File: config.mk
export PLATFORM = sky130hd
export DESIGN_NAME = signed_number_to_seven_segment
export DESIGN_NICKNAME = d
export VERILOG_FILES = /design/src/hdl/ssd_pkg.sv /design/src/hdl/signed_number_to_seven_segment.sv /design/src/hdl/ssd_split.sv /design/src/hdl/ssd_pattern.sv /design/src/hdl/ssd_serial.sv
export SDC_FILE = /design/constraint.sdc
export NUM_CORES = 1
export LEC_CHECK = 0
export ABC_AREA = 1
export BUFFER_PORTS_ARGS = -buffer_cell sky130_fd_sc_hd__buf_4
export CAP_MARGIN = 5
export CORE_MARGIN = 2
export CORE_UTILIZATION = 56
export DETAILED_ROUTE_END_ITERATION = 10
export MAX_ROUTING_LAYER = met4
export PLACE_DENSITY = 0.88
export SLEW_MARGIN = 10
export SYNTH_ARGS = -nofsm -noshare
export SYNTH_HDL_FRONTEND = slang
export SYNTH_SLANG_ARGS = --single-unit
File: constraint.sdc
create_clock -name clk -period 4.1 [get_ports clk]
set_input_delay 1.23 -clock clk [delete_from_list [all_inputs] [get_ports clk]]
set_output_delay 1.23 -clock clk [all_outputs]
set_load 0.05 [all_outputs]
File: src/hdl/ssd_pkg.sv
package ssd_pkg;

  // segment codes, segments a to g in bits 0 to 6, point in bit 7
  localparam logic [7:0] SEG_BLANK = 8'h00;
  localparam logic [7:0] SEG_MINUS = 8'h40;
  localparam logic [7:0] SEG_POINT = 8'h80;

  // magnitude from which the display shows overflow
  localparam logic [15:0] MAG_LIMIT = 16'd1000;

  // display positions
  localparam int unsigned  NUM_POS  = 4;
  localparam logic [1:0]   POS_LAST = 2'd3;

  // reciprocal multipliers for the decimal split
  localparam logic [5:0] RECIP_100 = 6'd41;   // x*41 >> 12 == x/100 for x < 1000
  localparam logic [7:0] RECIP_10  = 8'd205;  // x*205 >> 11 == x/10 for x < 100

  // after the input register
  typedef struct packed {
    logic       tenths;
    logic       neg;
    logic       ovf;
    logic [9:0] mag;
  } ssd_in_t;

  // after the hundreds step
  typedef struct packed {
    logic       tenths;
    logic       neg;
    logic       ovf;
    logic       lt10;
    logic       lt100;
    logic [3:0] hund;
    logic [6:0] rem;
  } ssd_hund_t;

  // after the tens step
  typedef struct packed {
    logic       tenths;
    logic       neg;
    logic       ovf;
    logic       lt10;
    logic       lt100;
    logic [3:0] hund;
    logic [3:0] tens;
    logic [3:0] ones;
  } ssd_dec_t;

  typedef logic [NUM_POS-1:0][7:0] ssd_pat_t;

  // decimal digit to segment code
  function automatic logic [7:0] seg_of(input logic [3:0] d);
    logic [7:0] s;
    unique case (d)
      4'd0:    s = 8'h3F;
      4'd1:    s = 8'h06;
      4'd2:    s = 8'h5B;
      4'd3:    s = 8'h4F;
      4'd4:    s = 8'h66;
      4'd5:    s = 8'h6D;
      4'd6:    s = 8'h7D;
      4'd7:    s = 8'h07;
      4'd8:    s = 8'h7F;
      4'd9:    s = 8'h6F;
      default: s = SEG_BLANK;
    endcase
    return s;
  endfunction

endpackage

File: src/hdl/signed_number_to_seven_segment.sv
// channel  | valid     | stall      | payload
// in       | in_valid  | in_stall   | in_opcode, in_negative, in_magnitude
// out      | out_valid | out_stall  | out_digit_position, out_segment_pattern, out_last_digit
//
// each transaction in yields four transactions out, positions 0 to 3, one per cycle
// while out_stall is low; a new value is loaded only once the last digit has gone out
// stages: input register, hundreds multiply, tens multiply, pattern build, serialiser
// rst_n is synchronous; it empties every stage, no values are held over
// a stall freezes the stages behind it; the next value waits in the pipe meanwhile
module signed_number_to_seven_segment import ssd_pkg::*; (
  input  logic        clk,
  input  logic        rst_n,
  input  logic        in_valid,
  output logic        in_stall,
  input  logic        in_opcode,
  input  logic        in_negative,
  input  logic [15:0] in_magnitude,
  output logic        out_valid,
  input  logic        out_stall,
  output logic [1:0]  out_digit_position,
  output logic [7:0]  out_segment_pattern,
  output logic        out_last_digit
);

  logic     inp_v_r;
  ssd_in_t  inp_r;
  ssd_in_t  inp_nxt;
  logic     inp_rdy;
  logic     split_rdy;
  logic     dec_v;
  ssd_dec_t dec;
  logic     pat_rdy;
  logic     pat_v;
  ssd_pat_t pat;
  logic     ser_rdy;

  assign inp_rdy  = !inp_v_r || split_rdy;
  assign in_stall = !inp_rdy;

  // input register, overflow flagged here
  always_comb begin
    inp_nxt.tenths = in_opcode;
    inp_nxt.neg    = in_negative;
    inp_nxt.ovf    = (in_magnitude >= MAG_LIMIT);
    inp_nxt.mag    = in_magnitude[9:0];
  end

  always_ff @(posedge clk) begin
    if (!rst_n) begin
      inp_v_r <= 1'b0;
    end else if (inp_rdy) begin
      inp_v_r <= in_valid;
    end
    if (inp_rdy && in_valid) begin
      inp_r <= inp_nxt;
    end
  end

  // decimal split
  ssd_split u_split (
    .clk       (clk),
    .rst_n     (rst_n),
    .in_valid  (inp_v_r),
    .in_ready  (split_rdy),
    .in_data   (inp_r),
    .out_valid (dec_v),
    .out_ready (pat_rdy),
    .out_data  (dec)
  );

  // segment patterns for all four positions
  ssd_pattern u_pattern (
    .clk       (clk),
    .rst_n     (rst_n),
    .in_valid  (dec_v),
    .in_ready  (pat_rdy),
    .in_data   (dec),
    .out_valid (pat_v),
    .out_ready (ser_rdy),
    .out_data  (pat)
  );

  // one digit per output transaction
  ssd_serial u_serial (
    .clk       (clk),
    .rst_n     (rst_n),
    .in_valid  (pat_v),
    .in_ready  (ser_rdy),
    .in_data   (pat),
    .out_valid (out_valid),
    .out_stall (out_stall),
    .out_pos   (out_digit_position),
    .out_seg   (out_segment_pattern),
    .out_last  (out_last_digit)
  );

endmodule

File: src/hdl/ssd_split.sv
module ssd_split import ssd_pkg::*; (
  input  logic      clk,
  input  logic      rst_n,
  input  logic      in_valid,
  output logic      in_ready,
  input  ssd_in_t   in_data,
  output logic      out_valid,
  input  logic      out_ready,
  output ssd_dec_t  out_data
);

  logic      hund_v_r;
  ssd_hund_t hund_r;
  ssd_hund_t hund_nxt;
  logic      dec_v_r;
  ssd_dec_t  dec_r;
  ssd_dec_t  dec_nxt;
  logic      hund_rdy;
  logic      dec_rdy;
  logic [15:0] hund_prod;
  logic [9:0]  hund_sub;
  logic [14:0] tens_prod;
  logic [6:0]  tens_sub;

  assign dec_rdy  = !dec_v_r || out_ready;
  assign hund_rdy = !hund_v_r || dec_rdy;
  assign in_ready = hund_rdy;

  // hundreds digit by reciprocal multiply, remainder below one hundred
  always_comb begin
    hund_prod       = 16'(in_data.mag) * 16'(RECIP_100);
    hund_nxt.tenths = in_data.tenths;
    hund_nxt.neg    = in_data.neg;
    hund_nxt.ovf    = in_data.ovf;
    hund_nxt.lt10   = (in_data.mag < 10'd10);
    hund_nxt.lt100  = (in_data.mag < 10'd100);
    hund_nxt.hund   = hund_prod[15:12];
    hund_sub        = in_data.mag - (10'(hund_prod[15:12]) * 10'd100);
    hund_nxt.rem    = hund_sub[6:0];
  end

  always_ff @(posedge clk) begin
    if (!rst_n) begin
      hund_v_r <= 1'b0;
    end else if (hund_rdy) begin
      hund_v_r <= in_valid;
    end
    if (hund_rdy && in_valid) begin
      hund_r <= hund_nxt;
    end
  end

  // tens and ones from the remainder
  always_comb begin
    tens_prod      = 15'(hund_r.rem) * 15'(RECIP_10);
    dec_nxt.tenths = hund_r.tenths;
    dec_nxt.neg    = hund_r.neg;
    dec_nxt.ovf    = hund_r.ovf;
    dec_nxt.lt10   = hund_r.lt10;
    dec_nxt.lt100  = hund_r.lt100;
    dec_nxt.hund   = hund_r.hund;
    dec_nxt.tens   = tens_prod[14:11];
    tens_sub       = hund_r.rem - (7'(tens_prod[14:11]) * 7'd10);
    dec_nxt.ones   = tens_sub[3:0];
  end

  always_ff @(posedge clk) begin
    if (!rst_n) begin
      dec_v_r <= 1'b0;
    end else if (dec_rdy) begin
      dec_v_r <= hund_v_r;
    end
    if (dec_rdy && hund_v_r) begin
      dec_r <= dec_nxt;
    end
  end

  assign out_valid = dec_v_r;
  assign out_data  = dec_r;

endmodule

File: src/hdl/ssd_pattern.sv
module ssd_pattern import ssd_pkg::*; (
  input  logic     clk,
  input  logic     rst_n,
  input  logic     in_valid,
  output logic     in_ready,
  input  ssd_dec_t in_data,
  output logic     out_valid,
  input  logic     out_ready,
  output ssd_pat_t out_data
);

  logic       pat_v_r;
  ssd_pat_t   pat_r;
  ssd_pat_t   pat_nxt;
  logic       pat_rdy;
  logic [7:0] sign_seg;
  logic [7:0] h_seg;
  logic [7:0] t_seg;
  logic [7:0] o_seg;

  assign pat_rdy  = !pat_v_r || out_ready;
  assign in_ready = pat_rdy;

  // place sign, digits and point per mode
  always_comb begin
    sign_seg = in_data.neg ? SEG_MINUS : SEG_BLANK;
    h_seg    = seg_of(in_data.hund);
    t_seg    = seg_of(in_data.tens);
    o_seg    = seg_of(in_data.ones);
    pat_nxt  = '0;
    priority if (in_data.ovf) begin
      pat_nxt = {NUM_POS{SEG_MINUS}};
    end else if (in_data.tenths) begin
      pat_nxt[0] = in_data.lt100 ? SEG_BLANK : sign_seg;
      pat_nxt[1] = in_data.lt100 ? sign_seg : h_seg;
      pat_nxt[2] = t_seg | SEG_POINT;
      pat_nxt[3] = o_seg;
    end else if (in_data.lt10) begin
      pat_nxt[0] = SEG_BLANK;
      pat_nxt[1] = SEG_BLANK;
      pat_nxt[2] = sign_seg;
      pat_nxt[3] = o_seg;
    end else if (in_data.lt100) begin
      pat_nxt[0] = SEG_BLANK;
      pat_nxt[1] = sign_seg;
      pat_nxt[2] = t_seg;
      pat_nxt[3] = o_seg;
    end else begin
      pat_nxt[0] = sign_seg;
      pat_nxt[1] = h_seg;
      pat_nxt[2] = t_seg;
      pat_nxt[3] = o_seg;
    end
  end

  always_ff @(posedge clk) begin
    if (!rst_n) begin
      pat_v_r <= 1'b0;
    end else if (pat_rdy) begin
      pat_v_r <= in_valid;
    end
    if (pat_rdy && in_valid) begin
      pat_r <= pat_nxt;
    end
  end

  assign out_valid = pat_v_r;
  assign out_data  = pat_r;

endmodule

File: src/hdl/ssd_serial.sv
module ssd_serial import ssd_pkg::*; (
  input  logic       clk,
  input  logic       rst_n,
  input  logic       in_valid,
  output logic       in_ready,
  input  ssd_pat_t   in_data,
  output logic       out_valid,
  input  logic       out_stall,
  output logic [1:0] out_pos,
  output logic [7:0] out_seg,
  output logic       out_last
);

  logic       ser_v_r;
  logic [1:0] pos_r;
  ssd_pat_t   hold_r;
  logic       load;
  logic       last;

  assign last     = (pos_r == POS_LAST);
  assign load     = !ser_v_r || (last && !out_stall);
  assign in_ready = load;

  // hold four patterns and step through the positions
  always_ff @(posedge clk) begin
    if (!rst_n) begin
      ser_v_r <= 1'b0;
      pos_r   <= '0;
    end else if (load) begin
      ser_v_r <= in_valid;
      pos_r   <= '0;
    end else if (!out_stall) begin
      pos_r   <= pos_r + 2'd1;
    end
    if (load && in_valid) begin
      hold_r <= in_data;
    end
  end

  assign out_valid = ser_v_r;
  assign out_pos   = pos_r;
  assign out_seg   = hold_r[pos_r];
  assign out_last  = last;

endmodule
==> key figures, run 1 <==
Synthesis
  – Synth Area in Adders: a little over a fifth
  – Largest family of logic cells by synthesized area: adder cells
  – Cell Area, Synth: 6600 sq um
  – Synth Warn #: 0
  – XOR/XNOR Fraction of Synth Area: less than 1%
  – Mapped Cells: ~640
  – Synth area leaders: edfxtp_1 42%, ha_1 18%, nand2_1 7.9%, dfxtp_1 6.4%, inv_1 4.5%
  – Post-Synth Simple-Gate Area: a little under a fifth
  – Synthesized area per cell: 10.3 sq um
  – Post-synthesis sequential area ratio: between 40% and 50%
  – Largest area contributor in the netlist: edfxtp_1
  – Compound-Gate Fraction of Synth Area: approximately 5.9%
  – Post-synth top area share: between 40% and 50%
  – Mux share of post-synthesis cell area: 0%
  – Yosys cell types: 43
  – Flops & latches, synth: ~110
  – Syn_nets: 770

Layout
  – Most frequent cells in the layout: 117 x nand2_1, 92 x edfxtp_1, 76 x inv_1
  – Area Overhead vs Synth: 26.2%
  – Fillers: ~680
  – Sequential cell area: about 3200 sq um
  – Layout Cells excl Fill: between 800 and 900
  – Commonest non-fill, non-tap cell in the layout: nand2_1
  – Share of cells above drive strength 1: roughly 28%
  – Area of the multi-input gates: ~3500 sq um
  – Post-route cell area: ~8300 sq um
  – Antenna cells: 0
  – Nets@finish: 861

Setup path
  – Crit path buffers/inverters: 4
  – Worst Path Max Fanout: 3
  – Delay-heaviest family, CP: adder cells
  – CP endpoint kind: flip-flop
  – CP max-delay cell: fa_2
  – Critical path launch point type: flip-flop
  – Most used cell, CP: nand2_2
  – Slowest stage delay, CP: ~0.58 ns
  – CP Data Required Time: around 4.3 ns
  – Critical setup path kind: reg2reg
  – Worst path arrival time: between 4 and 5 ns

STA
  – Clk_skew: around 0.0070 ns
  – Ratio of final minimum period to clock period: 106%
  – Pins Over Slew Limit: 0
  – Max frequency: between 0.2 and 0.25 GHz
  – Worst slew margin: 28.1%
  – Final setup margin: -0.244 ns
  – Final hold vios: 0
  – Crit path time final: approximately 4.3 ns
  – Final setup viols: 1
  – RSZ-0062 raised after global routing: true
  – Worst-margin pin slew: ~1.1 ns

Die
  – # IOs: 35
  – Initial Utilization: a little under three fifths
  – Die width: roughly 110 microns
  – Die area: roughly 13000 sq um
  – Die Ht: 113 microns
  – Site Rows: 39
  – Core area: 11500 sq um

Global route
  – Vias in the first global route: between 4000 and 5000
  – Overflow after GRT: 0
  – First-pass GRT wire length: 21200 microns
  – Global Route Usage Sum: roughly 22%
  – Initial antenna violation count: 0
  – Largest net degree at the start of global routing: 29

Pwr
  – Max VDD drop: about 570 uV
  – Total Power: about 7.2 mW
  – Power Dens Cells: between 800 and 900 nW/um^2
  – Leakage: 3.71 nW

Run
  – MaxCap Viol Count: 0

Placement
  – Final GP Congestion: between 0.8 and 0.9
  – Dpl cell area: approximately 7000 sq um
  – DP Wirelength: 9400 microns
  – Input/output buffers: 34
  – Dpl cells: about 840

Clock network
  – TritonCTS clock tree: yes
  – Clock transition at path regs: around 0.050 ns
  – Worst skew pair latency: about 0.42 ns
  – Clock Sinks: 113
  – CTS root buf: clkbuf_16
  – CTS buffer count: 17
  – Clk buf depth: 2
  – H-tree Lvls: 4

Detailed routing
  – Average wire per standard cell: 15.9 microns
  – DRT Wirelength: about 14000 microns
  – Post-DRT Antenna Nets: 0
  – Drt first pass iters: 5
  – Average vias per placed instance: roughly 5.4
  – Vias: just under 5000
  – # DRC: 0
  – 1st-iter DRT viols: around 290

Outcome
  – Run status: finished, violations left
  – Failing checks: setup timing

Min path
  – HP Class: reg2reg
## per-layer routing
metal / part of all wire, % / GRT usage (%) / routed length, microns
met3: 4.2 / 5.99 / 598
met1: 37 / 22.6 / 5270
met4: 2.3 / 7.07 / 319
met5: 0 / - / 0
met2: 56 / 39.8 / 7950
## synth_stat cells, drive strengths merged
master	n
nor3b	1
dfxtp	21
inv	83
xor2	3
fa	13
o21bai	3
xnor2	3
nand2	149
a21boi	1
buf	2
nand4	4
clkinv	2
edfxtp	92
nor4	2
o2111ai	1
a211oi	1
o31ai	1
o21ai	32
a21oi	20
nor2	49
o21a	1
ha	93
o22ai	1
nand3b	7
nand3	34
or3	1
a31oi	4
o211ai	2
clkbuf	3
or2	13
## worst register-to-register path, stage by stage (launching register included)
cell      delay, ns
edfxtp_1       0.47
ha_1           0.25
fa_2           0.58
ha_4           0.22
ha_4           0.27
nand3_2        0.06
o21bai_1       0.16
nand3_1        0.12
nand2_1        0.12
nand2_2        0.08
nand2_2        0.10
nand2_2        0.06
nand2_2        0.07
buf_4          0.10
buf_4          0.11
xor2_2         0.19
inv_1          0.11
ha_4           0.29
nand2_4        0.05
o21ai_2        0.15
xor2_2         0.20
inv_1          0.10
nand2_2        0.08
nand2_2        0.06
nand2_2        0.07
nand2_1        0.05
## registers in the layout, summed over array words and instances (netlist names)
name,cells
u_split.hund_r,7
u_pattern.h_seg,7
u_split.dec_nxt,9
u_serial.out_pos,2
inp_v_r,1
u_pattern.out_valid,1
u_pattern.out_data,23
u_serial.hold_r,23
u_split.out_data,17
u_split.out_valid,1
inp_r,13
u_pattern.t_seg,7
u_serial.out_valid,1
u_split.hund_v_r,1
## per-stage QoR
stage / setup TNS, ns / worst slack (ns) / hold WS [ns] / util (%)
2_1_floorplan: 0 / 0.0329 / 0.400 / -
3_3_place_gp: 0 / 0.00259 / 0.403 / 62.5
3_5_place_dp: -0.200 / -0.200 / 0.405 / 62.5
4_1_cts: -0.0172 / -0.0172 / 0.417 / 68.4
5_1_grt: -0.417 / -0.332 / 0.424 / 72.7
6_report: -0.244 / -0.244 / 0.416 / 72.7
## cells by family (layout without fill, tap and decap cells)
| kind of cell | Yosys count | count (layout) |
|---|---|---|
| compound gates | 67 | 67 |
| xor+xnor | 6 | 6 |
| fa+ha+maj | 106 | 106 |
| buf+inv | 90 | 194 |
| flops | 113 | 113 |
| simple gates | 260 | 260 |
## layout make-up
type / instances / area share, %
clock buffer: 17 / 5.10
clock inverter: 15 / 1.62
inverter: 85 / 3.83
multi-input combinational: 439 / 42.1
sequential: 113 / 38.2
tap: 143 / 2.15
timing repair buffer: 77 / 7.03
## worst paths after layout
kind,slack (ns),end,from,cells past startpoint
setup / recovery,-0.24,u_split.hund_r[6],inp_r[2],25
hold / removal,0.42,u_serial.hold_r[14],u_pattern.out_data[14],0
setup reg to reg,-0.24,u_split.hund_r[6],inp_r[2],25
hold reg to reg,0.42,u_serial.hold_r[14],u_pattern.out_data[14],0
## power by group
group	total (mW)	switching, mW	internal, mW
Sequential	1.58	0.0776	1.50
Combinational	4.21	2.38	1.83
Clock	1.37	0.540	0.833
Total	7.16	3.00	4.17
## what timing repair did
item,4_1_cts,5_1_grt
setup buffers,7,14
pin swaps,16,41
hold buffers,0,0
resized for setup,10,65
setup endpoints to repair,2,10
No activity file was read; power rests on OpenSTA's default activity.
==> inputs of run 2 (changes only) <==
--- a/config.mk
+++ b/config.mk
@@ -9,10 +9,10 @@
 export BUFFER_PORTS_ARGS = -buffer_cell sky130_fd_sc_hd__buf_4
 export CAP_MARGIN = 5
 export CORE_MARGIN = 2
-export CORE_UTILIZATION = 56
+export CORE_UTILIZATION = 25
 export DETAILED_ROUTE_END_ITERATION = 10
 export MAX_ROUTING_LAYER = met4
-export PLACE_DENSITY = 0.88
+export PLACE_DENSITY = 0.52
 export SLEW_MARGIN = 10
 export SYNTH_ARGS = -nofsm -noshare
 export SYNTH_HDL_FRONTEND = slang
==> constraint.sdc (replaced) <==
create_clock -name clk -period 4.1 [get_ports clk]
set_input_delay 1.23 -clock clk [delete_from_list [all_inputs] [get_ports clk]]
set_output_delay 1.23 -clock clk [all_outputs]
set_load 0.02 [all_outputs]
==> run 2 against run 1 <==
Net effect: the flow now finishes without violations; sequential share of layout area is 0.097 points lower; combinational power shrank 11%; routed wire length is 16% lower; utilization shrank 41 points; global-route usage down 12 points; count of clock-buffer cells in the layout did not move; worst setup slack improved by 0.29 ns; hold slack lost 0.00084 ns; final cell count grew 20%; design area rose by 0.26%; critical path depth rose by 1.
==> key figures, run 2 (synthesized netlist as in run 1, its figures left out) <==
Detailed routing
  – Average vias per placed instance: 4.06
  – # DRC: 0
  – Average wire per standard cell: ~11 microns
  – DRT Wirelength: approximately 12000 microns
  – Vias: approximately 4300
  – Post-DRT Antenna Nets: 0
  – 1st-iter DRT viols: 179
  – Drt first pass iters: 4

Global route
  – Global Route Usage Sum: a little under a tenth
  – First-pass GRT wire length: 20200 microns
  – Initial antenna violation count: 0
  – Overflow after GRT: 0
  – Vias in the first global route: 4265
  – Largest net degree at the start of global routing: 24

Setup path
  – Worst Path Max Fanout: 3
  – CP Capture Point: u_split.hund_r[6]
  – Slowest stage delay, CP: 0.44 ns
  – CP endpoint kind: flip-flop
  – Worst Setup SP: inp_r[3]
  – Critical path depth: 26
  – Delay-heaviest family, CP: adder cells
  – CP max-delay cell: edfxtp_1
  – Worst path arrival time: 4.23 ns
  – Reg2reg start: inp_r[3]
  – CP Data Required Time: ~4.3 ns
  – Most used cell, CP: nand2_1
  – Critical setup path kind: reg2reg
  – Critical path launch point type: flip-flop
  – End of the worst register-to-register path: u_split.hund_r[6]
  – Minimum setup slack among reg-to-reg paths: 0.05 ns
  – Crit path buffers/inverters: 2
  – FF-to-FF path depth: 26

Pwr
  – Power Dens Cells: around 810 nW/um^2
  – Leakage: around 3.7 nW
  – Max VDD drop: 394 uV
  – Total Power: slightly below 7 mW

Clock network
  – Clk buf depth: 2
  – TritonCTS clock tree: yes
  – CTS root buf: clkbuf_16
  – H-tree Lvls: 4
  – Worst skew pair latency: 0.42 ns
  – Clock Sinks: between 100 and 150
  – Clock transition at path regs: about 0.060 ns
  – CTS buffer count: 17

STA
  – Worst slew margin: approximately 28%
  – Ratio of final minimum period to clock period: 98.8%
  – Pins Over Slew Limit: 0
  – Crit path time final: approximately 4.1 ns
  – Clk_skew: roughly 0.0099 ns
  – Worst-margin pin slew: about 1.1 ns
  – Final hold vios: 0
  – RSZ-0062 raised after global routing: true
  – Final setup viols: 0
  – Max frequency: roughly 0.25 GHz

Layout
  – Sequential cell area: between 3000 and 4000 sq um
  – Antenna cells: 0
  – Post-route cell area: 8360 sq um
  – Most frequent cells in the layout: 130 x nand2_1, 92 x edfxtp_1, 79 x inv_1
  – Nets@finish: approximately 850
  – Area Overhead vs Synth: 26.5%
  – Fillers: between 2000 and 3000
  – Commonest non-fill, non-tap cell in the layout: nand2_1
  – Area of the multi-input gates: 3330 sq um
  – Share of cells above drive strength 1: about 22%

Outcome
  – Run status: complete, no violations

Die
  – Die Ht: around 170 microns
  – Die area: approximately 28000 sq um
  – Initial Utilization: between 20% and 30%
  – Die width: between 150 and 200 microns
  – # IOs: 35
  – Core area: roughly 26000 sq um
  – Site Rows: 59

Placement
  – Dpl cell area: 7440 sq um
  – DP Wirelength: 9200 microns
  – Final GP Congestion: 0.786
  – Input/output buffers: 34

Min path
  – HP Class: reg2reg

Run
  – MaxCap Viol Count: 0
## run 2: where the power goes
part / total, mW / switching, mW / leakage [nW] / internal (mW)
Clock: 1.48 / 0.565 / 0.285 / 0.912
Sequential: 1.58 / 0.0757 / 1.03 / 1.50
Combinational: 3.74 / 2.07 / 2.37 / 1.67
Total: 6.79 / 2.71 / 3.68 / 4.08
## run 2: cell type report
class	instances	share of cell area [%]
clock inverters	15	2.10
inverters	85	3.82
flip-flops and latches	113	38.1
multi-input cells	439	39.9
clock buffers	17	5.09
well taps	335	5.02
repair buffers	67	6.02
## run 2: layer usage
metal  part of all wire, %  vias to the layer above  global-route usage [%]
met2                    48                       61                    14.8
met3                   3.7                       15                    2.83
met1                    47                     1938                    11.0
met4                   1.5                        0                    3.82
li1                      -                     2334                       -
met5                     0                        -                       -
## run 2: stage by stage
step                cells  setup TNS [ns]  setup slack (ns)  util [%]  hold slack (ns)
floorplan             642               0            0.0329         -            0.400
global placement     1032         -0.0231           -0.0231      28.6            0.404
detailed placement   1032          -0.121            -0.121      28.6            0.405
CTS                  1066               0            0.0149      31.3            0.416
global route         1071          -0.380            -0.334      32.2            0.422
finish               1071               0            0.0475      32.2            0.415
## run 2: worst register-to-register path, delay by kind of cell, from the launching register on
kind	cells	cell delay [ns]
simple gates	15	0.95
buf+inv	2	0.12
flops	1	0.44
fa+ha+maj	6	1.86
xor+xnor	1	0.19
compound gates	2	0.24
## run 2: what timing repair did
action	4_1_cts	5_1_grt
resized for setup	7	27
hold buffers	0	0
endpoints found under the setup margin	1	11
pin swaps	5	14
buffers inserted	2	5
gates cloned	0	0
## run 2: worst min path at each step
stage / startpoint / endpoint / cells after the start
2_1_floorplan: u_pattern.out_data[10] / u_serial.hold_r[10] / 0
4_1_cts: u_pattern.out_data[18] / u_serial.hold_r[18] / 0
3_5_place_dp: u_pattern.out_data[18] / u_serial.hold_r[18] / 0
5_1_grt: u_pattern.out_data[28] / u_serial.hold_r[28] / 0
6_report: u_pattern.out_data[18] / u_serial.hold_r[18] / 0
3_3_place_gp: u_pattern.out_data[20] / u_serial.hold_r[20] / 0
